[src/max_pool_2d_stream_defines.svh]
// Assertion helpers shared by the max pooling block.
`ifndef MAX_POOL_2D_STREAM_DEFINES_SVH
`define MAX_POOL_2D_STREAM_DEFINES_SVH

// Same-cycle implication, checked on every clock out of reset.
`define MP2D_ASSERT_IMPL(label, ante, cons) \
    label: assert property (@(posedge i_clk) disable iff (!i_rst_n) (ante) |-> (cons)) \
        else $error("max_pool_2d_stream: check failed");

// Next-cycle implication.
`define MP2D_ASSERT_NEXT(label, ante, cons) \
    label: assert property (@(posedge i_clk) disable iff (!i_rst_n) (ante) |=> (cons)) \
        else $error("max_pool_2d_stream: check failed");

`endif

[src/mp2d_pkg.sv]
package mp2d_pkg;

    localparam int DATA_W      = 16;
    localparam int ROW_W       = 10;
    localparam int COL_W       = 8;
    localparam int CH_W        = 5;
    localparam int POS_W       = 10;
    localparam int Q_W         = 11;
    localparam int WIN_MAX     = 8;
    localparam int M_W         = 3;
    localparam int SLOT_W      = 3;
    localparam int ADDR_W      = SLOT_W + COL_W + CH_W;
    localparam int RAM_DEPTH   = 1 << ADDR_W;
    localparam int MAX_DIM     = 1024;
    localparam int MAX_OUT_W   = 256;
    localparam int MAX_CH      = 32;
    localparam int CFG_IDX_W   = 4;
    localparam int CFG_DATA_W  = 11;
    localparam int QUEUE_DEPTH = 4;
    localparam int QPTR_W      = $clog2(QUEUE_DEPTH);

    typedef enum logic [CFG_IDX_W-1:0] {
        REG_IN_HEIGHT   = 4'd0,
        REG_IN_WIDTH    = 4'd1,
        REG_CHANNELS    = 4'd2,
        REG_WINDOW_SIZE = 4'd3,
        REG_STEP        = 4'd4,
        REG_PAD_AMOUNT  = 4'd5,
        REG_OUT_HEIGHT  = 4'd6,
        REG_OUT_WIDTH   = 4'd7
    } t_reg_idx;

    // One accepted element with the window offsets it touches.
    // Offset m selects output row q_row - m, offset n output column q_col - n.
    typedef struct packed {
        logic signed [DATA_W-1:0] sample;
        logic [CH_W-1:0]          chan;
        logic [Q_W-1:0]           q_row;
        logic [Q_W-1:0]           q_col;
        logic [M_W-1:0]           m_hi;
        logic [M_W-1:0]           m_lo;
        logic [M_W-1:0]           n_hi;
        logic [M_W-1:0]           n_lo;
        logic [M_W-1:0]           m_fin;
        logic [M_W-1:0]           n_fin;
        logic [WIN_MAX-1:0]       first_r;
        logic [WIN_MAX-1:0]       last_r;
        logic [WIN_MAX-1:0]       first_c;
        logic [WIN_MAX-1:0]       last_c;
    } t_job;

endpackage

[src/mp2d_queue.sv]
`include "max_pool_2d_stream_defines.svh"

module mp2d_queue (
    input  logic           i_clk,
    input  logic           i_rst_n,
    input  logic           i_push,
    input  mp2d_pkg::t_job i_job,
    input  logic           i_pop,
    output mp2d_pkg::t_job o_job,
    output logic           o_full,
    output logic           o_empty
);
    import mp2d_pkg::*;

    t_job              r_mem [QUEUE_DEPTH];
    logic [QPTR_W-1:0] r_wr_ptr, r_rd_ptr;
    logic [QPTR_W:0]   r_count;

    assign o_full  = (r_count == (QPTR_W+1)'(QUEUE_DEPTH));
    assign o_empty = (r_count == '0);
    assign o_job   = r_mem[r_rd_ptr];

    always_ff @(posedge i_clk) begin
        if (i_push) begin
            r_mem[r_wr_ptr] <= i_job;
        end
    end

    always_ff @(posedge i_clk) begin
        if (!i_rst_n) begin
            r_wr_ptr <= '0;
            r_rd_ptr <= '0;
            r_count  <= '0;
        end else begin
            if (i_push) r_wr_ptr <= r_wr_ptr + 1'b1;
            if (i_pop)  r_rd_ptr <= r_rd_ptr + 1'b1;
            case ({i_push, i_pop})
                2'b10:   r_count <= r_count + 1'b1;
                2'b01:   r_count <= r_count - 1'b1;
                default: r_count <= r_count;
            endcase
        end
    end

    `MP2D_ASSERT_IMPL(a_q_count_bound, 1'b1, r_count <= (QPTR_W+1)'(QUEUE_DEPTH))
    `MP2D_ASSERT_IMPL(a_q_pop_nonempty, i_pop, r_count != '0)

endmodule

[config.mk]
export PLATFORM = sky130hd
export DESIGN_NAME = mp2d_queue
export DESIGN_NICKNAME = d
export VERILOG_FILES = /design/src/mp2d_pkg.sv /design/src/mp2d_queue.sv
export VERILOG_INCLUDE_DIRS = /design/src /design/src/src
export SDC_FILE = /design/constraint.sdc
export NUM_CORES = 1
export LEC_CHECK = 0
export ABC_CLOCK_PERIOD_IN_PS = 7000
export BUFFER_PORTS_ARGS = -buffer_cell sky130_fd_sc_hd__buf_2
export CAP_MARGIN = 25
export CELL_PAD_IN_SITES_DETAIL_PLACEMENT = 1
export CELL_PAD_IN_SITES_GLOBAL_PLACEMENT = 1
export CORE_UTILIZATION = 30
export CTS_BUF_LIST = sky130_fd_sc_hd__clkbuf_16
export DETAILED_ROUTE_END_ITERATION = 12
export PLACE_DENSITY_LB_ADDON = 0.1
export SYNTH_ARGS = -nofsm -noshare
export SYNTH_HDL_FRONTEND = slang
export SYNTH_SLANG_ARGS = --single-unit
export TNS_END_PERCENT = 50
[constraint.sdc]
create_clock -name i_clk -period 7 [get_ports i_clk]
set_input_delay 0.35 -clock i_clk [delete_from_list [all_inputs] [get_ports i_clk]]
set_output_delay 0.35 -clock i_clk [all_outputs]
set_load 0.02 [all_outputs]
# Word-level counts from Yosys, hierarchy flattened
# Memory sizes are Yosys's and may differ from the RTL's. A register that Yosys moved wholly into a read port is not among the register bits.
# Index checks and enable logic that the tools add are counted.
[totals] word_cells=18 out_inout_bits=95 ramBits=372 in_bits=97 memories=1 regBits=7
[classes] add_sub_neg=4 n_eq_ne=3 mux=5 n_reduce_logical=2
[memory_table] memory="r_mem" depth=4 width=93 read_ports=1 rd_ports_with_merged_regs=1 wr=1 line_no="mp2d_queue.sv:15" source="t_job r_mem [QUEUE_DEPTH];"
[op_table] cell="$pmux W3 S2" n=1
[op_table] cell="$add A2 B1 Y2 const B" n=2
[op_table] cell="$mux W2" n=2
[op_table] cell="$add A3 B1 Y3 const B" n=1
[op_table] cell="$eq A3 B3 Y1 const B" n=1
[op_table] cell="$logic_not A3 Y1" n=1
[op_table] cell="$sub A3 B1 Y3 const B" n=1
[op_table] cell="$eq A2 B1 Y1 const B" n=1
[op_table] cell="$eq A2 B2 Y1 const B" n=1
[op_table] cell="$mux W1" n=2
[op_table] cell="$reduce_bool A2 Y1" n=1

# Logic depth before layout (Yosys ltp)
# Gate-level depths: netlist (run 1).
[depth] word_depth=3 mapped_depth=7 ltp_nobuf=7

# Least setup slack after synthesis (run 1)
# Ideal clock, no wire load.
[synth_path] kind="reg2reg" from="register r_wr_ptr[0]" to="memory r_mem[0][0] in the netlist's numbering, enable pin" t_arrival_ps=2695 required_time_ps=6538 setup_ps=462 slack_ps=3843 path_stages_with_launch=4 n_path_buf=0 period_less_slack_ps=3157 path_cell_list="dfxtp_1 -> inv_1 -> ha_1 -> and2_1"
[synth_lines] item="start: declaration" line_no="mp2d_queue.sv:16" source="logic [QPTR_W-1:0] r_wr_ptr, r_rd_ptr;"
[synth_lines] item="start signal: assignment" line_no="mp2d_queue.sv:35" source="if (i_push) r_wr_ptr <= r_wr_ptr + 1'b1;"
[synth_lines] item="end: declaration" line_no="mp2d_queue.sv:15"
# No word-level cell before the write port.

==> results of run 1 <==
[sequential cells by signal (all words and copies together) (netlist names), named ones only]
| signal | flops |
|---|---|
| r_mem | 372 |
| r_count | 3 |
| r_rd_ptr | 2 |
| r_wr_ptr | 2 |
[power by group through the flow]
stage / logic, mW / clock network [mW] / registers, mW
2_1_floorplan: 0.356 / 0 / 2.69
3_3_place_gp: 0.545 / 0 / 2.70
3_5_place_dp: 0.564 / 0 / 2.71
4_1_cts: 0.603 / 2.14 / 2.66
5_1_grt: 0.628 / 2.21 / 2.67
6_report: 0.581 / 2.06 / 2.66
[worst min path at each step]
stage	startpoint	end
6_report	i_job[5]	r_mem[2][5]$_DFFE_PP_
5_1_grt	i_job[34]	r_mem[2][34]$_DFFE_PP_
4_1_cts	i_job[1]	r_mem[2][1]$_DFFE_PP_
3_5_place_dp	r_count[2]$_SDFFE_PN0P_	r_count[2]$_SDFFE_PN0P_
3_3_place_gp	r_count[2]$_SDFFE_PN0P_	r_count[2]$_SDFFE_PN0P_
2_1_floorplan	i_job[0]	r_mem[0][0]$_DFFE_PP_
[layout make-up]
| type | instances | area share |
|---|---|---|
| Clock buffer | 43 | 0.0609 |
| Tap cell | 600 | 0.0425 |
| Timing Repair Buffer | 280 | 0.108 |
| Antenna cell | 1 | 0.000142 |
| Inverter | 6 | 0.00128 |
| Clock inverter | 30 | 0.0114 |
| Sequential cell | 381 | 0.643 |
| Multi-Input combinational cell | 124 | 0.133 |
[metrics by stage]
stage               power [mW]   util
global route              5.51  0.388
finish                    5.30  0.388
CTS                       5.40  0.388
global placement          3.25  0.341
detailed placement        3.27  0.343
floorplan                 3.05      -
[layout by cell type, fill, tap and decap left out, types with 4 or more instances in the layout]
cell type / instances
sky130_fd_sc_hd__edfxtp_1: 372
sky130_fd_sc_hd__buf_2: 191
sky130_fd_sc_hd__mux4_2: 93
sky130_fd_sc_hd__dlygate4sd3_1: 78
sky130_fd_sc_hd__clkbuf_16: 43
sky130_fd_sc_hd__inv_1: 17
sky130_fd_sc_hd__clkinv_1: 11
sky130_fd_sc_hd__buf_4: 7
sky130_fd_sc_hd__dfxtp_1: 7
sky130_fd_sc_hd__and2_1: 6
sky130_fd_sc_hd__ha_1: 5
sky130_fd_sc_hd__and2_4: 4
sky130_fd_sc_hd__clkinv_2: 4
sky130_fd_sc_hd__buf_16: 4
[cells by family (layout without fill, tap and decap cells)]
logic type | after synthesis | in the layout
AO/OA/AOI/OAI | 3 | 3
AND/OR/NAND/NOR | 16 | 16
buffers and inverters | 26 | 359
flip-flops | 381 | 381
adder cells (fa/ha/maj) | 6 | 6
XOR/XNOR | 5 | 5
multiplexers | 94 | 94
other | 0 | 1
[layer usage]
metal,GRT usage,vias up,routed length [µm]
li1,-,2888,-
met1,0.151,3422,12300
met2,0.237,140,15900
met3,0.0391,52,1610
met4,0.0401,0,605
met5,0,-,0
[worst max-delay path, stage by stage (launching register included)]
cell and delay, ns:
sky130_fd_sc_hd__dfxtp_4 0.80, sky130_fd_sc_hd__buf_4 0.79, sky130_fd_sc_hd__mux4_2 0.46, sky130_fd_sc_hd__buf_2 0.19
[timing repair]
item                                   4_1_cts  5_1_grt
hold buffers                                78        0
setup endpoints to repair                    0        0
gates resized for setup                      0        0
endpoints found under the hold margin      299        0
[synth_stat cells]
cell / number
sky130_fd_sc_hd__edfxtp_1: 372
sky130_fd_sc_hd__buf_6: 8
sky130_fd_sc_hd__and3_1: 1
sky130_fd_sc_hd__o21ai_0: 2
sky130_fd_sc_hd__or3_1: 1
sky130_fd_sc_hd__clkbuf_1: 2
sky130_fd_sc_hd__nor3_1: 1
sky130_fd_sc_hd__fa_1: 1
sky130_fd_sc_hd__xnor2_1: 2
sky130_fd_sc_hd__a21boi_0: 1
sky130_fd_sc_hd__buf_2: 8
sky130_fd_sc_hd__ha_1: 5
sky130_fd_sc_hd__mux2i_1: 1
sky130_fd_sc_hd__dfxtp_1: 9
sky130_fd_sc_hd__nand2_1: 2
sky130_fd_sc_hd__xor2_1: 3
sky130_fd_sc_hd__and2_1: 10
sky130_fd_sc_hd__buf_4: 2
sky130_fd_sc_hd__nor2b_1: 1
sky130_fd_sc_hd__mux4_2: 93
sky130_fd_sc_hd__inv_1: 6
==> results summary, run 1 <==
In this run the remaining antenna-violating nets after routing total 0. The count of final max-slew check failures is 0. The worst setup path is captured at a primary output. Counting cells, the worst reg-to-reg path comes to 5. The final worst slack is between 3 and 4 ns. The via count is 6502. In the final layout, the multi-input gates occupy around 2400 µm². From bottom edge to top edge, the die measures 217 µm. The synthesized netlist cell count came out at 531. The number of global-route vias before repair is 7558. OpenSTA, run right after detailed placement, puts the worst setup slack at 4.25 ns. For this run, the number of standard cells in the final layout without fillers is 1465. The share of synthesized area in the top cell type comes to 0.805. CTS saw roughly 380 sinks. The initial antenna violation count came to 1. The wire length per cell came out at 20.8 µm. The number of hold-slack violations in the final timing report came to 0.

The flip-flop and latch count after synthesis came out at 381. The maximum number of pins on one net before global-route repair came out at 52. The area of all sequential standard cells is approximately 11000 µm². The total iterations of the first detailed-routing run is 4. The maximum operating frequency came out at 310 MHz. The number of cell rows came out at 78. The post-synthesis average cell area is 26.1 µm². The cell area after layout is 17700 µm². The worst slew slack as a fraction of its limit is 0.398. The violation count after the first detailed-routing iteration is around 320.

The setup total negative slack came out at 0 ns. Detailed placement ended at an HPWL of 18.1 mm. Counting the buffers created by CTS gives between 40 and 50. Of the post-synthesis cell area, the part taken by muxes is 0.152.

Of all cell types, the one taking the most synthesized area is sky130_fd_sc_hd__edfxtp_1. The power density over the cells is 300 nW/µm². The setup check on the worst reg-to-reg path leaves a slack of 4.75 ns. The net total in the final layout came out at 939. The arithmetic-cell share of the synthesized area counting full adders, half adders and majority gates came out at 0.00595. The mapped cell area came out at 13900 µm².

The final count of negative-setup-slack endpoints came out at 0. The endpoint of the worst register-to-register path is r_mem[0][38]$_DFFE_PP_. The startpoint of the worst-slack reg-to-reg timing path is r_wr_ptr[0]$_SDFFE_PN0P_.

The classification of the worst-slack hold path is input pin to flop. The critical path in this run is classified as flop to primary output. The run finished with clean final reports. The share of total power dissipated in the clock network is 0.389.

The cell count after placement came out at approximately 1.3k. The synthesis-to-finish area growth is 27.4%. The post-CTS setup repair buffer count came out at 0.

The setup clock skew after layout is 0.0178 ns. For this configuration, the core starts out at a cell density of 0.305. Setup repair after global routing left no endpoint under its margin. The worst hold slack across all endpoints is roughly 0.04 ns. TritonCTS built the clock tree. The count of unique library cells instantiated by Yosys came out at 21.

The number of levels in the clock H-tree is 2. The maximum clock insertion buffer count is 3. The clock transition time at the flip-flop clock pins of the worst setup and hold paths is 0.05 ns. The post-synthesis sequential area ratio is 0.818.

The largest driver fanout on the critical path came out at 51. When the netlist entered floorplanning its net count stood at 634. By area, the combinational part of the netlist is dominated by multiplexers.

The count of yosys warnings during synthesis came out at 0. Routability-driven placement finished with a final weighted congestion of 0.658. The area fraction in compound gates after synthesis came to 0.00126.

Across the VDD grid, the largest voltage drop is 141 µV. The pin slew with the least headroom to its limit came out at about 0.90 ns. The wire length of the first global-routing pass is 46.1 mm. In the routed layout, each cell is associated on average with a via count of ~4.4. The proportion of power drawn by combinational gates is 0.110. Of the total power, registers draw 0.501.

The worst path in the final design needs a cycle of 3.23 ns, including I/O delays and setup. Sorting the synthesized cells by area gives the leading types as sky130_fd_sc_hd__edfxtp_1 (81%), sky130_fd_sc_hd__mux4_2 (15%), sky130_fd_sc_hd__dfxtp_1 (1.3%). The share of total power consumed by net switching is 0.230. The max capacitance violation total is 0.

The final wirelength is 30.4 mm. The area share of xor/xnor cells in the synthesized design came out at 0.00316. The clock insertion delay at the later pin of the skew report is 0.55 ns. The number of port buffers is 191. In the routed design, unresolved DRC markers number 0. The required time at the endpoint of the critical path came out at 6.65 ns. The internal power is 4.08 mW. The post-route clock period utilization is 0.461. The total global-route track usage came out at 0.132. The worst setup path is launched from a flop. The power spent charging and discharging nets came out at 1.22 mW. In this run the cell area measured after placement is between 15000 and 20000 µm². The worst path arrival time is 2.88 ns. The total global routing overflow came out at 0. The area of the core came out at 45500 µm². The ratio of cells with drive above 1 in the final layout is 0.407. In this run the clock root is driven by a sky130_fd_sc_hd__clkbuf_16. The layout has 4444 filler cells. 192 I/O pins were placed.

Of the total synthesized cell area, the portion taken by AND, OR, NAND and NOR gates is 0.00677. The floorplan die area is around 47000 µm². The horizontal die dimension is 217 µm. Counting instances, the worst hold path has a depth of 1. The reported leakage power is 5.97 nW. The endpoint of the most critical setup path is o_job[44].
(Power assumes the default switching activity.)
==> inputs of run 2 (changes only) <==
--- a/config.mk
+++ b/config.mk
@@ -6,7 +6,7 @@
 export SDC_FILE = /design/constraint.sdc
 export NUM_CORES = 1
 export LEC_CHECK = 0
-export ABC_CLOCK_PERIOD_IN_PS = 7000
+export ABC_CLOCK_PERIOD_IN_PS = 2700
 export BUFFER_PORTS_ARGS = -buffer_cell sky130_fd_sc_hd__buf_2
 export CAP_MARGIN = 25
 export CELL_PAD_IN_SITES_DETAIL_PLACEMENT = 1
==> constraint.sdc (replaced) <==
create_clock -name i_clk -period 2.7 [get_ports i_clk]
set_input_delay 0.135 -clock i_clk [delete_from_list [all_inputs] [get_ports i_clk]]
set_output_delay 0.135 -clock i_clk [all_outputs]
set_load 0.02 [all_outputs]
==> results summary, run 2 (synthesis gave the netlist of run 1 again) <==
The net total in the final layout came out at 963 (was 939). The ratio of cells with drive above 1 in the final layout came out at 0.407 (about the same). The gate family responsible for the most delay along the worst path is flip-flops (was buffers and inverters). The number of hold-slack violations in the final timing report is 0 (unchanged). The cell area after layout came out at 18000 µm² (was 17700 µm²). The starting density of the core came to 0.305 (unchanged).

The count of instances resized after the clock tree is built came out at 0 (unchanged). The remaining routing DRC violations is 0 (unchanged). The count of final max-slew check failures is 0 (unchanged). The final wirelength came out at 31.9 mm (was 30.4 mm). The TritonCTS clock tree is yes (unchanged). The number of global-route vias before repair is 7805 (was 7558).

The category of the critical setup timing path is flop to primary output (unchanged). The required time at the endpoint of the critical path is 2.57 ns (was 6.65 ns). The delay contributed by the slowest stage of the critical path is 0.64 ns (was 0.80 ns). The master cell of the clock root buffer is sky130_fd_sc_hd__clkbuf_16 (unchanged).

The worst slew slack as a fraction of its limit is 0.590 (was 0.398). The total iterations of the first detailed-routing run came out at 4 (unchanged). The total global routing overflow came out at 0 (unchanged). The flip-flop count of the largest register, all copies and words added is 372 (unchanged). The maximum clock insertion buffer count was 3 (unchanged). The wire length per cell is 21.4 µm (was 20.8 µm).

The via density per instance came out at 4.51 (was 4.44). The number of filler cells placed in the layout came out at 4437 (was 4444). The nature of the critical path startpoint was a flop (unchanged). The number of cell rows was 78 (unchanged). The number of levels in the clock H-tree is 2 (unchanged). Run status: finished, final reports clean (unchanged).

The classification of the worst-slack hold path was input pin to flop (unchanged). Registers with the most flip-flops: r_mem x372, r_count x3 (unchanged). The clock insertion delay at the later pin of the skew report came out at 0.55 ns (about the same). The largest driver fanout on the critical path is 19 (was 51).

The final weighted congestion of routability-driven global placement came out at 0.694 (was 0.658). The number of buffer and inverter instances along the worst setup path came out at 2 (unchanged). The clock transition time at the flip-flop clock pins of the worst setup and hold paths is 0.06 ns (was 0.05 ns). The total clock buffers created by CTS is 43 (unchanged). The setup clock skew after layout was 0.0107 ns (was 0.0178 ns). The final cell count without fillers is 1490 (was 1465). The kind of capture point of the worst setup path is a primary output (unchanged).

RSZ-0062 raised after global routing: false (unchanged). The final worst slack is 0.259 ns (was 3.77 ns). The final critical-path required period came out at 2.44 ns.

The total global-route track usage came out at 0.139 (was 0.132). CP Cell Sequence: buf_4, mux4_2, buf_2 (unchanged). The reported leakage power is 6.12 nW (was 5.97 nW). Of the available clock period, the critical path in the final layout requires 0.904. The max capacitance violation total came out at 0 (unchanged). The power density over the cells is 775 nW/µm² (was 300 nW/µm²). The number of hold buffers added after CTS is 97 (was 78). The cell area after placement came out at 15700 µm² (was 15600 µm²). The cell type of the slowest stage on the worst timing path is sky130_fd_sc_hd__dfxtp_4 (unchanged). The via count is 6726 (was 6502).

The final count of negative-setup-slack endpoints came out at 0 (unchanged). Commonest cells after routing, fill and taps aside: sky130_fd_sc_hd__edfxtp_1 (372), sky130_fd_sc_hd__buf_2 (191), sky130_fd_sc_hd__dlygate4sd3_1 (97) (was sky130_fd_sc_hd__edfxtp_1 (372), sky130_fd_sc_hd__buf_2 (191), sky130_fd_sc_hd__mux4_2 (93)). The initial antenna violation count is 0 (was 1). The horizontal die dimension is 217 µm (unchanged). The violation count after the first detailed-routing iteration is 306 (was 315). The maximum operating frequency is 410 MHz. The maximum number of pins on one net before global-route repair is 55 (was 52). The cell count after placement is 1318 (was 1313). The half-perimeter wire length after detailed placement came out at 19.5 mm (was 18.1 mm). The I/O pin total is 192 (unchanged). The worst path arrival time came to 2.31 ns (was 2.88 ns). The post-CTS setup repair buffer count is 0 (unchanged). The pin slew with the least headroom to its limit is 0.615 ns (was 0.903 ns).

The area of the core came out at 45500 µm² (unchanged). The number of port buffers was 191 (unchanged). The vertical die dimension came out at 217 µm (unchanged). The synthesis-to-finish area growth came out at 29.9% (was 27.4%). The setup total negative slack came to 0 ns (unchanged). The number of clock sinks seen by CTS came out at 381 (unchanged). The wire length of the first global-routing pass came out at 48.1 mm (was 46.1 mm). The most frequent standard cell in the layout excluding fill and tap cells is sky130_fd_sc_hd__edfxtp_1 (unchanged). The diode insertion count for antenna repair came out at 0 (was 1).

The count of antenna-violating nets left after detailed routing is 0 (unchanged). The floorplan die area is 47100 µm² (unchanged). The worst voltage drop across the vdd grid was 452 µV (was 141 µV). The worst slack after detailed placement came out at 0.727 ns (was 4.25 ns).

The register bank with the most flops is r_mem (unchanged).
[run 2: cell types whose count changed in the layout (fill, tap and decap cells not counted), sizes merged]
cell / previous run / this run
dlygate4sd3: 78 / 97
buf: 202 / 207
diode: 1 / 0
clkbuf: 43 / 45
[run 2: layer usage]
metal	vias up	track usage	part of all wire
met1	3582	0.176	0.43
li1	2941	-	-
met4	0	0.0523	0.027
met5	-	0	0
met3	57	0.0310	0.047
met2	146	0.233	0.49
[run 2: worst paths after layout]
kind,cells after the start,end,slack [ns],startpoint
worst max-delay path,3,o_job[47],0.26,flop
worst min-delay path,2,r_mem[0][3]$_DFFE_PP_,0.34,i_job[3]
worst max register to register,3,r_mem[3][76]$_DFFE_PP_,0.81,r_wr_ptr[0]$_SDFFE_PN0P_
worst min register to register,2,r_count[2]$_SDFFE_PN0P_,0.54,r_count[2]$_SDFFE_PN0P_
[run 2: cell type report]
| cell class | instances | area (µm²) | area share |
|---|---|---|---|
| sequential | 381 | 11400 | 0.631 |
| timing repair buffer | 304 | 2200 | 0.122 |
| clock inverter | 30 | 205 | 0.0114 |
| inverter | 6 | 22.5 | 0.00125 |
| multi-input combinational | 124 | 2350 | 0.131 |
| clock buffer | 45 | 1130 | 0.0625 |
| tap | 600 | 751 | 0.0417 |
[run 2: metrics by stage]
stage | hold WS (ns) | utilization | power, mW
after floorplan | 0.234 | - | 7.90
after global placement | 0.344 | 0.345 | 8.49
after detailed placement | 0.351 | 0.345 | 8.53
after CTS | 0.297 | 0.396 | 14.2
after global routing | 0.320 | 0.396 | 14.5
final | 0.337 | 0.396 | 14.0
[run 2: report_power, final]
group	leakage, nW	total (mW)	switching (mW)	internal [mW]
Clock	0.703	5.48	2.21	3.27
Sequential	3.49	6.89	0.0968	6.79
Combinational	1.93	1.58	0.897	0.685
Total	6.12	14.0	3.21	10.7
