$ cat src/max_pool_2d_stream_defines.svh
// Assertion helpers shared by the max pooling block.
`ifndef MAX_POOL_2D_STREAM_DEFINES_SVH
`define MAX_POOL_2D_STREAM_DEFINES_SVH

// Same-cycle implication, checked on every clock out of reset.
`define MP2D_ASSERT_IMPL(label, ante, cons) \
    label: assert property (@(posedge i_clk) disable iff (!i_rst_n) (ante) |-> (cons)) \
        else $error("max_pool_2d_stream: check failed");

// Next-cycle implication.
`define MP2D_ASSERT_NEXT(label, ante, cons) \
    label: assert property (@(posedge i_clk) disable iff (!i_rst_n) (ante) |=> (cons)) \
        else $error("max_pool_2d_stream: check failed");

`endif

$ cat src/mp2d_pkg.sv
package mp2d_pkg;

    localparam int DATA_W      = 16;
    localparam int ROW_W       = 10;
    localparam int COL_W       = 8;
    localparam int CH_W        = 5;
    localparam int POS_W       = 10;
    localparam int Q_W         = 11;
    localparam int WIN_MAX     = 8;
    localparam int M_W         = 3;
    localparam int SLOT_W      = 3;
    localparam int ADDR_W      = SLOT_W + COL_W + CH_W;
    localparam int RAM_DEPTH   = 1 << ADDR_W;
    localparam int MAX_DIM     = 1024;
    localparam int MAX_OUT_W   = 256;
    localparam int MAX_CH      = 32;
    localparam int CFG_IDX_W   = 4;
    localparam int CFG_DATA_W  = 11;
    localparam int QUEUE_DEPTH = 4;
    localparam int QPTR_W      = $clog2(QUEUE_DEPTH);

    typedef enum logic [CFG_IDX_W-1:0] {
        REG_IN_HEIGHT   = 4'd0,
        REG_IN_WIDTH    = 4'd1,
        REG_CHANNELS    = 4'd2,
        REG_WINDOW_SIZE = 4'd3,
        REG_STEP        = 4'd4,
        REG_PAD_AMOUNT  = 4'd5,
        REG_OUT_HEIGHT  = 4'd6,
        REG_OUT_WIDTH   = 4'd7
    } t_reg_idx;

    // One accepted element with the window offsets it touches.
    // Offset m selects output row q_row - m, offset n output column q_col - n.
    typedef struct packed {
        logic signed [DATA_W-1:0] sample;
        logic [CH_W-1:0]          chan;
        logic [Q_W-1:0]           q_row;
        logic [Q_W-1:0]           q_col;
        logic [M_W-1:0]           m_hi;
        logic [M_W-1:0]           m_lo;
        logic [M_W-1:0]           n_hi;
        logic [M_W-1:0]           n_lo;
        logic [M_W-1:0]           m_fin;
        logic [M_W-1:0]           n_fin;
        logic [WIN_MAX-1:0]       first_r;
        logic [WIN_MAX-1:0]       last_r;
        logic [WIN_MAX-1:0]       first_c;
        logic [WIN_MAX-1:0]       last_c;
    } t_job;

endpackage

$ cat src/mp2d_front.sv
module mp2d_front (
    input  logic                             i_clk,
    input  logic                             i_rst_n,
    input  logic                             i_cfg_valid,
    output logic                             o_cfg_ready,
    input  logic [mp2d_pkg::CFG_IDX_W-1:0]   i_cfg_index,
    input  logic [mp2d_pkg::CFG_DATA_W-1:0]  i_cfg_data,
    input  logic                             i_in_valid,
    output logic                             o_in_ready,
    input  logic signed [mp2d_pkg::DATA_W-1:0] i_sample,
    input  logic                             i_q_full,
    output logic                             o_push,
    output mp2d_pkg::t_job                   o_job
);
    import mp2d_pkg::*;

    logic [10:0] r_in_height, r_in_width, r_out_height;
    logic [5:0]  r_channels;
    logic [3:0]  r_window_size, r_step;
    logic [2:0]  r_pad_amount;
    logic [8:0]  r_out_width;

    logic [POS_W-1:0] r_row, r_col;
    logic [CH_W-1:0]  r_chan;
    logic [3:0]       r_rem_r, r_rem_c;
    logic [Q_W-1:0]   r_q_r, r_q_c;
    logic             r_init;

    logic [10:0] h_eff, w_eff, oh_eff, ow_eff;
    logic [5:0]  c_eff;
    logic [3:0]  s_eff, st_eff;
    logic [1:0]  hp;
    logic [5:0]  st1, st2, st3, hp6, sub;
    logic [1:0]  q0;
    logic [3:0]  rem0;
    logic [6:0]  s_m1;
    logic [WIN_MAX-1:0] vr, vc, fr, fc, lr, lc;
    logic [M_W-1:0] m_hi, m_lo, n_hi, n_lo, m_fin, n_fin;
    logic        accept;
    logic [3:0]  rem_r_inc, rem_c_inc;

    always_comb begin
        h_eff  = (r_in_height == '0) ? 11'd1 :
                 (r_in_height > 11'(MAX_DIM)) ? 11'(MAX_DIM) : r_in_height;
        w_eff  = (r_in_width == '0) ? 11'd1 :
                 (r_in_width > 11'(MAX_DIM)) ? 11'(MAX_DIM) : r_in_width;
        c_eff  = (r_channels == '0) ? 6'd1 :
                 (r_channels > 6'(MAX_CH)) ? 6'(MAX_CH) : r_channels;
        s_eff  = (r_window_size == '0) ? 4'd1 :
                 (r_window_size > 4'(WIN_MAX)) ? 4'(WIN_MAX) : r_window_size;
        st_eff = (r_step == '0) ? 4'd1 : r_step;
        hp     = r_pad_amount[2:1];
        oh_eff = (r_out_height > 11'(MAX_DIM)) ? 11'(MAX_DIM) : r_out_height;
        ow_eff = (r_out_width > 9'(MAX_OUT_W)) ? 11'(MAX_OUT_W) : 11'(r_out_width);
        s_m1   = 7'(s_eff) - 7'd1;

        // phase of the first row/column: hp / step and hp % step, hp <= 3
        st1 = 6'(st_eff);
        st2 = st1 + st1;
        st3 = st2 + st1;
        hp6 = 6'(hp);
        if (hp6 >= st3) begin
            q0 = 2'd3; sub = st3;
        end else if (hp6 >= st2) begin
            q0 = 2'd2; sub = st2;
        end else if (hp6 >= st1) begin
            q0 = 2'd1; sub = st1;
        end else begin
            q0 = 2'd0; sub = '0;
        end
        rem0 = 4'(hp6 - sub);
    end

    // per offset: does the window cover this element, does it open or close here
    always_comb begin
        logic [6:0] d_r, d_c;
        for (int m = 0; m < WIN_MAX; m++) begin
            d_r = 7'(r_rem_r) + 7'(m) * 7'(st_eff);
            d_c = 7'(r_rem_c) + 7'(m) * 7'(st_eff);
            vr[m] = (d_r <= s_m1) && (11'(m) <= r_q_r) && ((r_q_r - 11'(m)) < oh_eff);
            vc[m] = (d_c <= s_m1) && (11'(m) <= r_q_c) && ((r_q_c - 11'(m)) < ow_eff);
            fr[m] = (r_row == '0) || (d_r == '0);
            fc[m] = (r_col == '0) || (d_c == '0);
            lr[m] = (11'(r_row) == h_eff - 11'd1) || (d_r == s_m1);
            lc[m] = (11'(r_col) == w_eff - 11'd1) || (d_c == s_m1);
        end
    end

    always_comb begin
        m_hi = '0; n_hi = '0; m_lo = '0; n_lo = '0; m_fin = '0; n_fin = '0;
        for (int m = 0; m < WIN_MAX; m++) begin
            if (vr[m]) m_hi = M_W'(m);
            if (vc[m]) n_hi = M_W'(m);
        end
        for (int m = WIN_MAX - 1; m >= 0; m--) begin
            if (vr[m]) m_lo = M_W'(m);
            if (vc[m]) n_lo = M_W'(m);
            if (vr[m] && lr[m]) m_fin = M_W'(m);
            if (vc[m] && lc[m]) n_fin = M_W'(m);
        end
    end

    assign o_cfg_ready = 1'b1;
    assign o_in_ready  = !i_q_full && !r_init;
    assign accept      = i_in_valid && o_in_ready;
    assign o_push      = accept && (|vr) && (|vc);
    assign rem_r_inc   = r_rem_r + 4'd1;
    assign rem_c_inc   = r_rem_c + 4'd1;

    always_comb begin
        o_job.sample  = i_sample;
        o_job.chan    = r_chan;
        o_job.q_row   = r_q_r;
        o_job.q_col   = r_q_c;
        o_job.m_hi    = m_hi;
        o_job.m_lo    = m_lo;
        o_job.n_hi    = n_hi;
        o_job.n_lo    = n_lo;
        o_job.m_fin   = m_fin;
        o_job.n_fin   = n_fin;
        o_job.first_r = fr;
        o_job.last_r  = lr;
        o_job.first_c = fc;
        o_job.last_c  = lc;
    end

    always_ff @(posedge i_clk) begin
        if (!i_rst_n) begin
            r_in_height   <= 11'd2;
            r_in_width    <= 11'd2;
            r_channels    <= 6'd1;
            r_window_size <= 4'd2;
            r_step        <= 4'd2;
            r_pad_amount  <= 3'd0;
            r_out_height  <= 11'd1;
            r_out_width   <= 9'd1;
            r_row  <= '0;
            r_col  <= '0;
            r_chan <= '0;
            r_init <= 1'b1;
        end else if (i_cfg_valid && i_cfg_index < CFG_IDX_W'(8)) begin
            unique case (t_reg_idx'(i_cfg_index))
                REG_IN_HEIGHT:   r_in_height   <= i_cfg_data;
                REG_IN_WIDTH:    r_in_width    <= i_cfg_data;
                REG_CHANNELS:    r_channels    <= i_cfg_data[5:0];
                REG_WINDOW_SIZE: r_window_size <= i_cfg_data[3:0];
                REG_STEP:        r_step        <= i_cfg_data[3:0];
                REG_PAD_AMOUNT:  r_pad_amount  <= i_cfg_data[2:0];
                REG_OUT_HEIGHT:  r_out_height  <= i_cfg_data;
                REG_OUT_WIDTH:   r_out_width   <= i_cfg_data[8:0];
                default: ;
            endcase
            r_row  <= '0;
            r_col  <= '0;
            r_chan <= '0;
            r_init <= 1'b1;
        end else if (r_init) begin
            // phases reload from the settled registers while r_init is set, before input is taken
            r_rem_r <= rem0;
            r_rem_c <= rem0;
            r_q_r   <= Q_W'(q0);
            r_q_c   <= Q_W'(q0);
            r_init  <= 1'b0;
        end else if (accept) begin
            if (6'(r_chan) == c_eff - 6'd1) begin
                r_chan <= '0;
                if (11'(r_col) == w_eff - 11'd1) begin
                    r_col   <= '0;
                    r_rem_c <= rem0;
                    r_q_c   <= Q_W'(q0);
                    if (11'(r_row) == h_eff - 11'd1) begin
                        r_row   <= '0;
                        r_rem_r <= rem0;
                        r_q_r   <= Q_W'(q0);
                    end else begin
                        r_row <= r_row + 1'b1;
                        if (rem_r_inc == st_eff) begin
                            r_rem_r <= '0;
                            r_q_r   <= r_q_r + 1'b1;
                        end else begin
                            r_rem_r <= rem_r_inc;
                        end
                    end
                end else begin
                    r_col <= r_col + 1'b1;
                    if (rem_c_inc == st_eff) begin
                        r_rem_c <= '0;
                        r_q_c   <= r_q_c + 1'b1;
                    end else begin
                        r_rem_c <= rem_c_inc;
                    end
                end
            end else begin
                r_chan <= r_chan + 1'b1;
            end
        end
    end

endmodule

$ cat config.mk
export PLATFORM = sky130hd
export DESIGN_NAME = mp2d_front
export DESIGN_NICKNAME = d
export VERILOG_FILES = /design/src/max_pool_2d_stream_defines.svh /design/src/mp2d_pkg.sv /design/src/mp2d_front.sv
export SDC_FILE = /design/constraint.sdc
export NUM_CORES = 1
export LEC_CHECK = 0
export CAP_MARGIN = 0
export CORE_MARGIN = 2
export CORE_UTILIZATION = 40
export DETAILED_ROUTE_END_ITERATION = 10
export DONT_BUFFER_PORTS = 1
export PLACE_DENSITY = 0.57
export SYNTH_ARGS = -nofsm -noshare
export SYNTH_HDL_FRONTEND = slang
export SYNTH_SLANG_ARGS = --single-unit
$ cat constraint.sdc
create_clock -name i_clk -period 9.1 [get_ports i_clk]
set_clock_uncertainty 0.1 [all_clocks]
set_input_delay 1.82 -clock i_clk [delete_from_list [all_inputs] [get_ports i_clk]]
set_output_delay 1.82 -clock i_clk [all_outputs]
set_load 0.02 [all_outputs]
Word-level counts from Yosys, hierarchy flattened
Cells that the tools add are included.
- register bits after elaboration: 115
- bits in latches: 0
- memory bits (writable): 0
- ROM bits: 0
- bits of input ports: 36
- logic and storage cells: 376
- memories kept: 0
- add/sub/neg operators: 42
- multiply operators: 4
- divide/modulo/power cells: 0
- $lt $le $gt $ge: 58
- equal/unequal tests: 28
- shift operators: 0
- mux-type cells: 89
- bitwise gates (word level): 3
- reductions and logical operators: 134
- operator list (operator ; count):
    $mux W11 ; 14
    $mux W3 ; 44
    $logic_not A7 Y1 ; 16
    $le A3 B11 Y1 const A ; 8
    $lt A11 B11 Y1 ; 8
    $lt A11 B9 Y1 ; 8
    $sub A11 B3 Y11 const B ; 8
    $eq A7 B7 Y1 ; 10
    $le A7 B7 Y1 ; 10
    $mux W4 ; 17
    $logic_and A1 B1 Y1 ; 53
    $le A1 B11 Y1 const A ; 4
    $le A2 B11 Y1 const A ; 4
    $sub A11 B1 Y11 const B ; 4
    $sub A11 B2 Y11 const B ; 4
    $add A4 B7 Y7 ; 6
    $gt A11 B11 Y1 const B ; 3
    $logic_or A1 B1 Y1 ; 32
    $add A4 B6 Y7 ; 4
    $add A11 B1 Y11 const B ; 2
    $eq A10 B11 Y1 ; 2
    $logic_not A11 Y1 ; 2
    $add A10 B1 Y10 const B ; 2
    $logic_not A10 Y1 ; 2
    other kinds (47) ; 91

Logic depth before layout (Yosys ltp)
Gate-level depths: netlist of the first run.
- word-level depth: 16
- gate-level depth with buffers: 23
- depth with buffers taken out: 23

Least setup slack after synthesis of the first run
No wires, ideal clock.
- kind: register to output
- start: register r_step[1]
- end: output o_job[34] in the netlist's numbering
- arrival time: 6042 ps
- setup slack: 1138 ps
- stages on the path, launching flop included: 22
- buffers on the path: 2
- cells stage by stage: dfxtp_1 -> clkbuf_1 -> inv_1 -> nand2_1 -> o21ai_1 -> clkbuf_1 -> inv_1 -> fa_1 -> fa_1 -> ha_1 -> nor2b_1 -> o21ai_0 -> xnor2_1 -> ha_1 -> and4_1 -> a21boi_0 -> o31a_1 -> nor4_1 -> nand2b_1 -> a211oi_1 -> nor3b_1 -> nor4_1
- RTL lines (element ; line ; text):
    start, declared ; mp2d_front.sv:19 ; logic [3:0] r_window_size, r_step;
    start signal, assigned ; mp2d_front.sv:147 ; REG_STEP: r_step <= i_cfg_data[3:0];
    end, declared ; mp2d_front.sv:13 ; output mp2d_pkg::t_job o_job

==> results of run 1 <==
[sequential cells by signal (all words and copies together), names as in the netlist, 4 cells and up]
name           flops
r_q_r             11
r_out_width        9
r_rem_c            4
r_col             10
r_step             4
r_window_size      4
r_in_width        11
r_q_c             11
r_chan             5
r_channels         6
r_out_height      11
r_row             10
r_in_height       11
r_rem_r            4
[worst reg2reg max path, stage by stage, from the launching register on]
cell	delay [ps]
dfxtp_1	390
nor4_2	570
a31oi_1	250
or2_2	330
ha_1	320
nand4bb_1	150
a21oi_1	80
o21ai_0	220
o211ai_1	130
nor3_1	240
and4_1	580
nor2_1	240
nor3_1	610
o21a_1	590
[cell usage in the layout (no fill, tap or decap), types with 60 or more instances in the layout]
master	Yosys	layout
a21oi_1	148	148
dfxtp_1	84	84
ha_1	314	314
inv_1	83	83
mux2i_1	60	60
nand2_1	182	182
nor2_1	159	159
nor2b_1	82	82
o21ai_0	68	68
xnor2_1	130	129
xor2_1	95	95
[final cells by class]
type,instances,area [um2]
flip-flops and latches,114,2580
clock inverters,15,231
repair buffers,35,263
fillers,4156,23500
multi-input cells,1849,13700
clock buffers,17,425
well taps,539,674
inverters,87,327
[per-stage QoR]
stage               utilization, %  hold slack [ps]
detailed placement            42.0              402
global route                  43.6              434
floorplan                        -              366
CTS                           43.6              418
global placement              42.0              382
finish                        43.6              421
[kinds of logic (layout without fill, tap and decap cells)]
group | after synthesis | after routing | share of synthesized area (%)
AND/OR/NAND/NOR | 748 | 748 | 23.1
AO/OA/AOI/OAI | 429 | 429 | 16.6
adder cells (fa/ha/maj) | 329 | 329 | 25.1
XOR/XNOR | 225 | 225 | 11.7
buffers and inverters | 176 | 154 | 4.46
flip-flops | 114 | 114 | 15.4
multiplexers | 61 | 61 | 3.64
other | 1 | 57 | 0.0223
[path summary, 6_finish.rpt]
path / startpoint / end / slack (ps) / cells after the start
setup / recovery: r_step[1] / o_job[33] / 710 / 21
hold / removal: r_window_size[1] / r_window_size[1] / 420 / 2
setup reg to reg: r_in_width[2] / r_q_r[7] / 3920 / 13
hold reg to reg: r_window_size[1] / r_window_size[1] / 420 / 2
[metal layers]
metal / vias to the layer above / part of all wire (%)
met1: 7137 / 45
met3: 73 / 4.9
met2: 400 / 48
met4: 2 / 2.5
met5: - / 0.025
li1: 7517 / -
[power breakdown]
group	switching (mW)	total, mW	internal (mW)
Clock	0.256	0.744	0.488
Combinational	0.345	0.577	0.232
Sequential	0.0344	0.569	0.534
Total	0.635	1.89	1.25
==> impl_metrics.py, run 1 <==
metrics = {
    "floorplanning": {
        "core_region_area_um2": 41800,
        "row_count": 75,
        "ioPinCount": 132,
        "die_w_um": 209,
        "die_area_um2": 43700,
        "die_y_um": 209,
        "start_util_pct": 40.3,
    },
    "cells_and_area": {
        "postLayoutCellArea_um2": 18200,
        "layout.nets": 2469,
        "area_growth_pct": 8.29,
        "num_antenna_cells": 0,
        "drive_gt1_share_pct": 5.10,
        "final_cells": 2656,
    },
    "clocking": {
        "clock_latency_ps": 430,
        "cts_sinks": 114,
        "root_buffer": "clkbuf_16",
        "cts_buffers": 17,
        "post_cts_buffers": 0,
        "clock_path_buffers": 2,
        "cts_max_level": 4,
        "cts_hold_buf": 0,
        "clk_pin_slew_worst_paths_ps": 60,
        "cts_tree": "built",
        "ctsResizeCount": 0,
    },
    "synthesis": {
        "syn_avg_cell_area_um2": 8.07,
        "yosysWarnings": 0,
        "netlist_instances": 2083,
        "ys.flop_type": "dfxtp_1",
        "ys_top_cells_by_count": "ha_1 (314), nand2_1 (182), nor2_1 (159)",
        "synthTopCellsByArea": "ha_1 (23%), dfxtp_1 (10%), xnor2_1 (6.8%), edfxtp_1 (5.4%), xor2_1 (4.9%)",
        "synth_top_cell_by_area": "ha_1",
        "synthDistinctLibCells": 86,
        "async_flop_share_pct": 0,
        "syn-cell-area_um2": 16800,
        "ys_seq_area_share_pct": 15.4,
        "synth_top_cell_area_share_pct": 23.4,
        "synth_edf_count": 30,
        "yosysMostFrequentCell": "ha_1",
        "ys_seq_elements": 114,
    },
    "sta": {
        "max_freq_mhz": 119,
        "period_share_pct": 92.2,
        "final_hold_viol_count": 0,
        "worstMarginPinSlew_ps": 1200,
        "maxSlewViolCount": 0,
        "setup_viol": 0,
        "rsz0062_at_grt": "no",
        "setup_ws_ps": 707,
        "finalSetupTns_ps": 0,
        "slew_headroom_pct": 18.0,
        "period_minus_slack_ps": 8390,
    },
    "grt": {
        "grt_antenna_before_repair": 1,
        "grt_max_degree": 60,
        "met1_usage_pct": 29.9,
        "grt_pass1_wl_um": 80300,
        "grt.busiest_layer": "met2",
        "first_global_vias": 14400,
        "met2_usage_pct": 40.2,
        "globalRouteMet3Util_pct": 3.58,
        "grt_overflow": 0,
        "grt_usage_pct": 23.3,
    },
    "placed_design": {
        "dp.cells": 2624,
        "gp_congestion": 0.930,
        "dp.final_hpwl_um": 40800,
        "portBuffers": 0,
        "dpl_cell_area_um2": 17600,
        "place_ws_ps": 1230,
    },
    "worst_setup_path": {
        "path_max_fanout": 18,
        "worstSetupEndpointType": "output port",
        "crit_required_ps": 7180,
        "path_cells": "buf_4 -> inv_1 -> nand2_1 -> o21ai_1 -> inv_1 -> fa_1 -> fa_1 -> ha_1 -> a21oi_1 -> nor2_1 -> xnor2_1 -> ha_1 -> and4_1 -> a21boi_0 -> o31a_1 -> nor4_1 -> nand2b_1 -> a211oi_1 -> or3_1 -> a21oi_1 -> buf_4",
        "crit_arrival_ps": 6470,
        "cp_top_family": "simple AND/OR/NAND/NOR gates",
        "crit_slowest_cell": "nor4_1",
        "path_class": "flip-flop to output port",
        "start_kind": "flip-flop",
        "cpPeakStageDelay_ps": 630,
        "crit_buf_inv": 4,
    },
    "hold_path": {
        "hp-class": "flip-flop to flip-flop",
    },
    "power": {
        "total_power_mw": 1.89,
        "p_per_area_nw_per_um2": 104,
        "p_leak_nw": 7.72,
        "irDropWorstVdd_mv": 0.178,
    },
    "route": {
        "drc": 0,
        "routedWlPerCell_um": 19.4,
        "wirelength_um": 51500,
        "antenna_left": 0,
        "drt_iter0_drc": 1001,
        "drt-pass1-iter-count": 6,
        "num_vias": 15100,
        "viasPerCell": 5.70,
    },
    "run_status": {
        "status": "finished, final reports clean",
    },
    "run": {
        "cap_violations": 0,
    },
}
Power figures use the tool's default switching activity.
==> run 2, diff against run 1 <==
clock period = 7.77 ns   (was 9.1 ns; I/O delays follow)
==> run 2 against run 1 <==
Against the previous run: total power is 12% higher; sequential share of layout area is essentially flat; highest routed layer is now met4; largest cell class unchanged; sequential cell count is the same; largest power group unchanged; sequential power up 17%; critical path type unchanged; hold slack worse by 14 ps.
==> impl_metrics.py, run 2 (same netlist as run 1, synthesis figures left out) <==
metrics = {
    "run_status": {
        "status": "finished, final reports clean",
    },
    "route": {
        "drt-pass1-iter-count": 5,
        "antenna_left": 0,
        "drt_iter0_drc": 938,
        "wirelength_um": 52500,
        "viasPerCell": 5.72,
        "num_vias": 15300,
        "drc": 0,
        "routedWlPerCell_um": 19.6,
    },
    "sta": {
        "period_minus_slack_ps": 7400,
        "period_share_pct": 95.2,
        "rsz0062_at_grt": "no",
        "finalSetupTns_ps": 0,
        "final_hold_viol_count": 0,
        "setup_viol": 0,
        "maxSlewViolCount": 0,
        "max_freq_mhz": 135,
        "worstMarginPinSlew_ps": 1110,
        "slew_headroom_pct": 25.1,
    },
    "floorplanning": {
        "ioPinCount": 132,
        "die_y_um": 209,
        "die_w_um": 209,
        "start_util_pct": 40.3,
        "row_count": 75,
        "core_region_area_um2": 41800,
        "die_area_um2": 43700,
    },
    "clocking": {
        "cts_tree": "built",
        "cts_buffers": 17,
        "clock_path_buffers": 2,
        "clk_pin_slew_worst_paths_ps": 60,
        "cts_max_level": 4,
        "cts_sinks": 114,
        "clock_latency_ps": 420,
        "root_buffer": "clkbuf_16",
        "cts_hold_buf": 0,
    },
    "power": {
        "irDropWorstVdd_mv": 0.148,
        "p_leak_nw": 7.77,
        "p_per_area_nw_per_um2": 116,
        "total_power_mw": 2.13,
    },
    "worst_setup_path": {
        "start_kind": "flip-flop",
        "crit_buf_inv": 4,
        "crit_arrival_ps": 5740,
        "path_max_fanout": 5,
        "path_cells": "inv_1 -> ha_2 -> nand2_1 -> o21ai_1 -> inv_1 -> fa_1 -> fa_1 -> ha_4 -> nor2b_1 -> o21ai_0 -> xnor2_1 -> ha_1 -> and4_1 -> a21boi_0 -> o31a_1 -> nor4_2 -> buf_4 -> nand2b_1 -> a211oi_1 -> or3_1 -> a21oi_1 -> buf_4",
        "path_class": "flip-flop to output port",
        "cpPeakStageDelay_ps": 590,
        "cp_top_family": "adder cells",
        "path_depth": 22,
        "crit_slowest_cell": "fa_1",
        "crit_required_ps": 6120,
        "ff2ff_path_depth": 11,
        "worstSetupEndpointType": "output port",
    },
    "hold_path": {
        "hold_depth": 2,
        "hp-class": "flip-flop to flip-flop",
    },
    "cells_and_area": {
        "area_growth_pct": 8.73,
        "final_common_cell": "ha_1",
        "final_cell_mix": "ha_1 (312), nand2_1 (182), nor2_1 (159), a21oi_1 (147), xnor2_1 (129)",
        "drive_gt1_share_pct": 5.81,
        "num_antenna_cells": 0,
        "layout.nets": 2486,
        "postLayoutCoreUtil_pct": 43.8,
        "nFillCells": 4125,
    },
    "placed_design": {
        "dp.final_hpwl_um": 41600,
        "portBuffers": 0,
        "gp_congestion": 0.935,
    },
    "grt": {
        "first_global_vias": 14800,
        "grt_pass1_wl_um": 82600,
        "grt_usage_pct": 23.8,
        "grt_antenna_before_repair": 0,
        "grt_max_degree": 60,
        "grt_overflow": 0,
    },
    "run": {
        "cap_violations": 0,
    },
}
## run 2: final cells by class
class	instances	area (um2)	area share (%)
Clock buffer	19	433	2.37
Clock inverter	13	144	0.787
Inverter	87	327	1.79
Multi-Input combinational cell	1849	13700	75.1
Sequential cell	114	2580	14.1
Tap cell	539	674	3.69
Timing Repair Buffer	52	390	2.13
## run 2: timing repair
item | 4_1_cts | 5_1_grt
buffers inserted | 0 | 0
endpoints found under the hold margin | 0 | 0
endpoints found under the setup margin | 0 | 5
resized for setup | 0 | 6
## run 2: final timing paths
check | slack, ps | startpoint | endpoint
worst max-delay path | 370 | r_step[2] | o_job[33]
worst min-delay path | 410 | r_row[1] | r_row[1]
worst max register to register | 2390 | r_in_width[2] | r_q_r[0]
worst min register to register | 410 | r_row[1] | r_row[1]
## run 2: per-layer routing
layer	routed length (um)	GRT usage [%]
met5	0	0
met4	1370	7.51
met3	2430	3.38
met2	25400	41.3
met1	23400	30.3
## run 2: power by group
group,internal [mW],switching (mW)
clock network,0.496,0.270
registers,0.626,0.0391
logic,0.281,0.413
total,1.40,0.722
## run 2: stage by stage
stage / setup WS (ps) / cell area (um2) / hold slack (ps) / instances
after floorplan: 73.7 / 17000 / 366 / 2139
after global placement: 746 / 17700 / 397 / 2641
after detailed placement: 700 / 17700 / 404 / 2641
after CTS: 231 / 18300 / 414 / 2673
after global routing: 15.0 / 18300 / 442 / 2673
final: 372 / 18300 / 407 / 2673
## run 2: worst register-to-register path: stages (launching register included)
cell	delay (ps)
dfxtp_1	380
nor4_2	590
a31oi_1	260
or2_2	330
ha_1	320
and4b_1	220
a2111oi_1	530
xnor2_1	230
and4_1	580
nor2_1	230
nor3_1	680
o21a_1	570
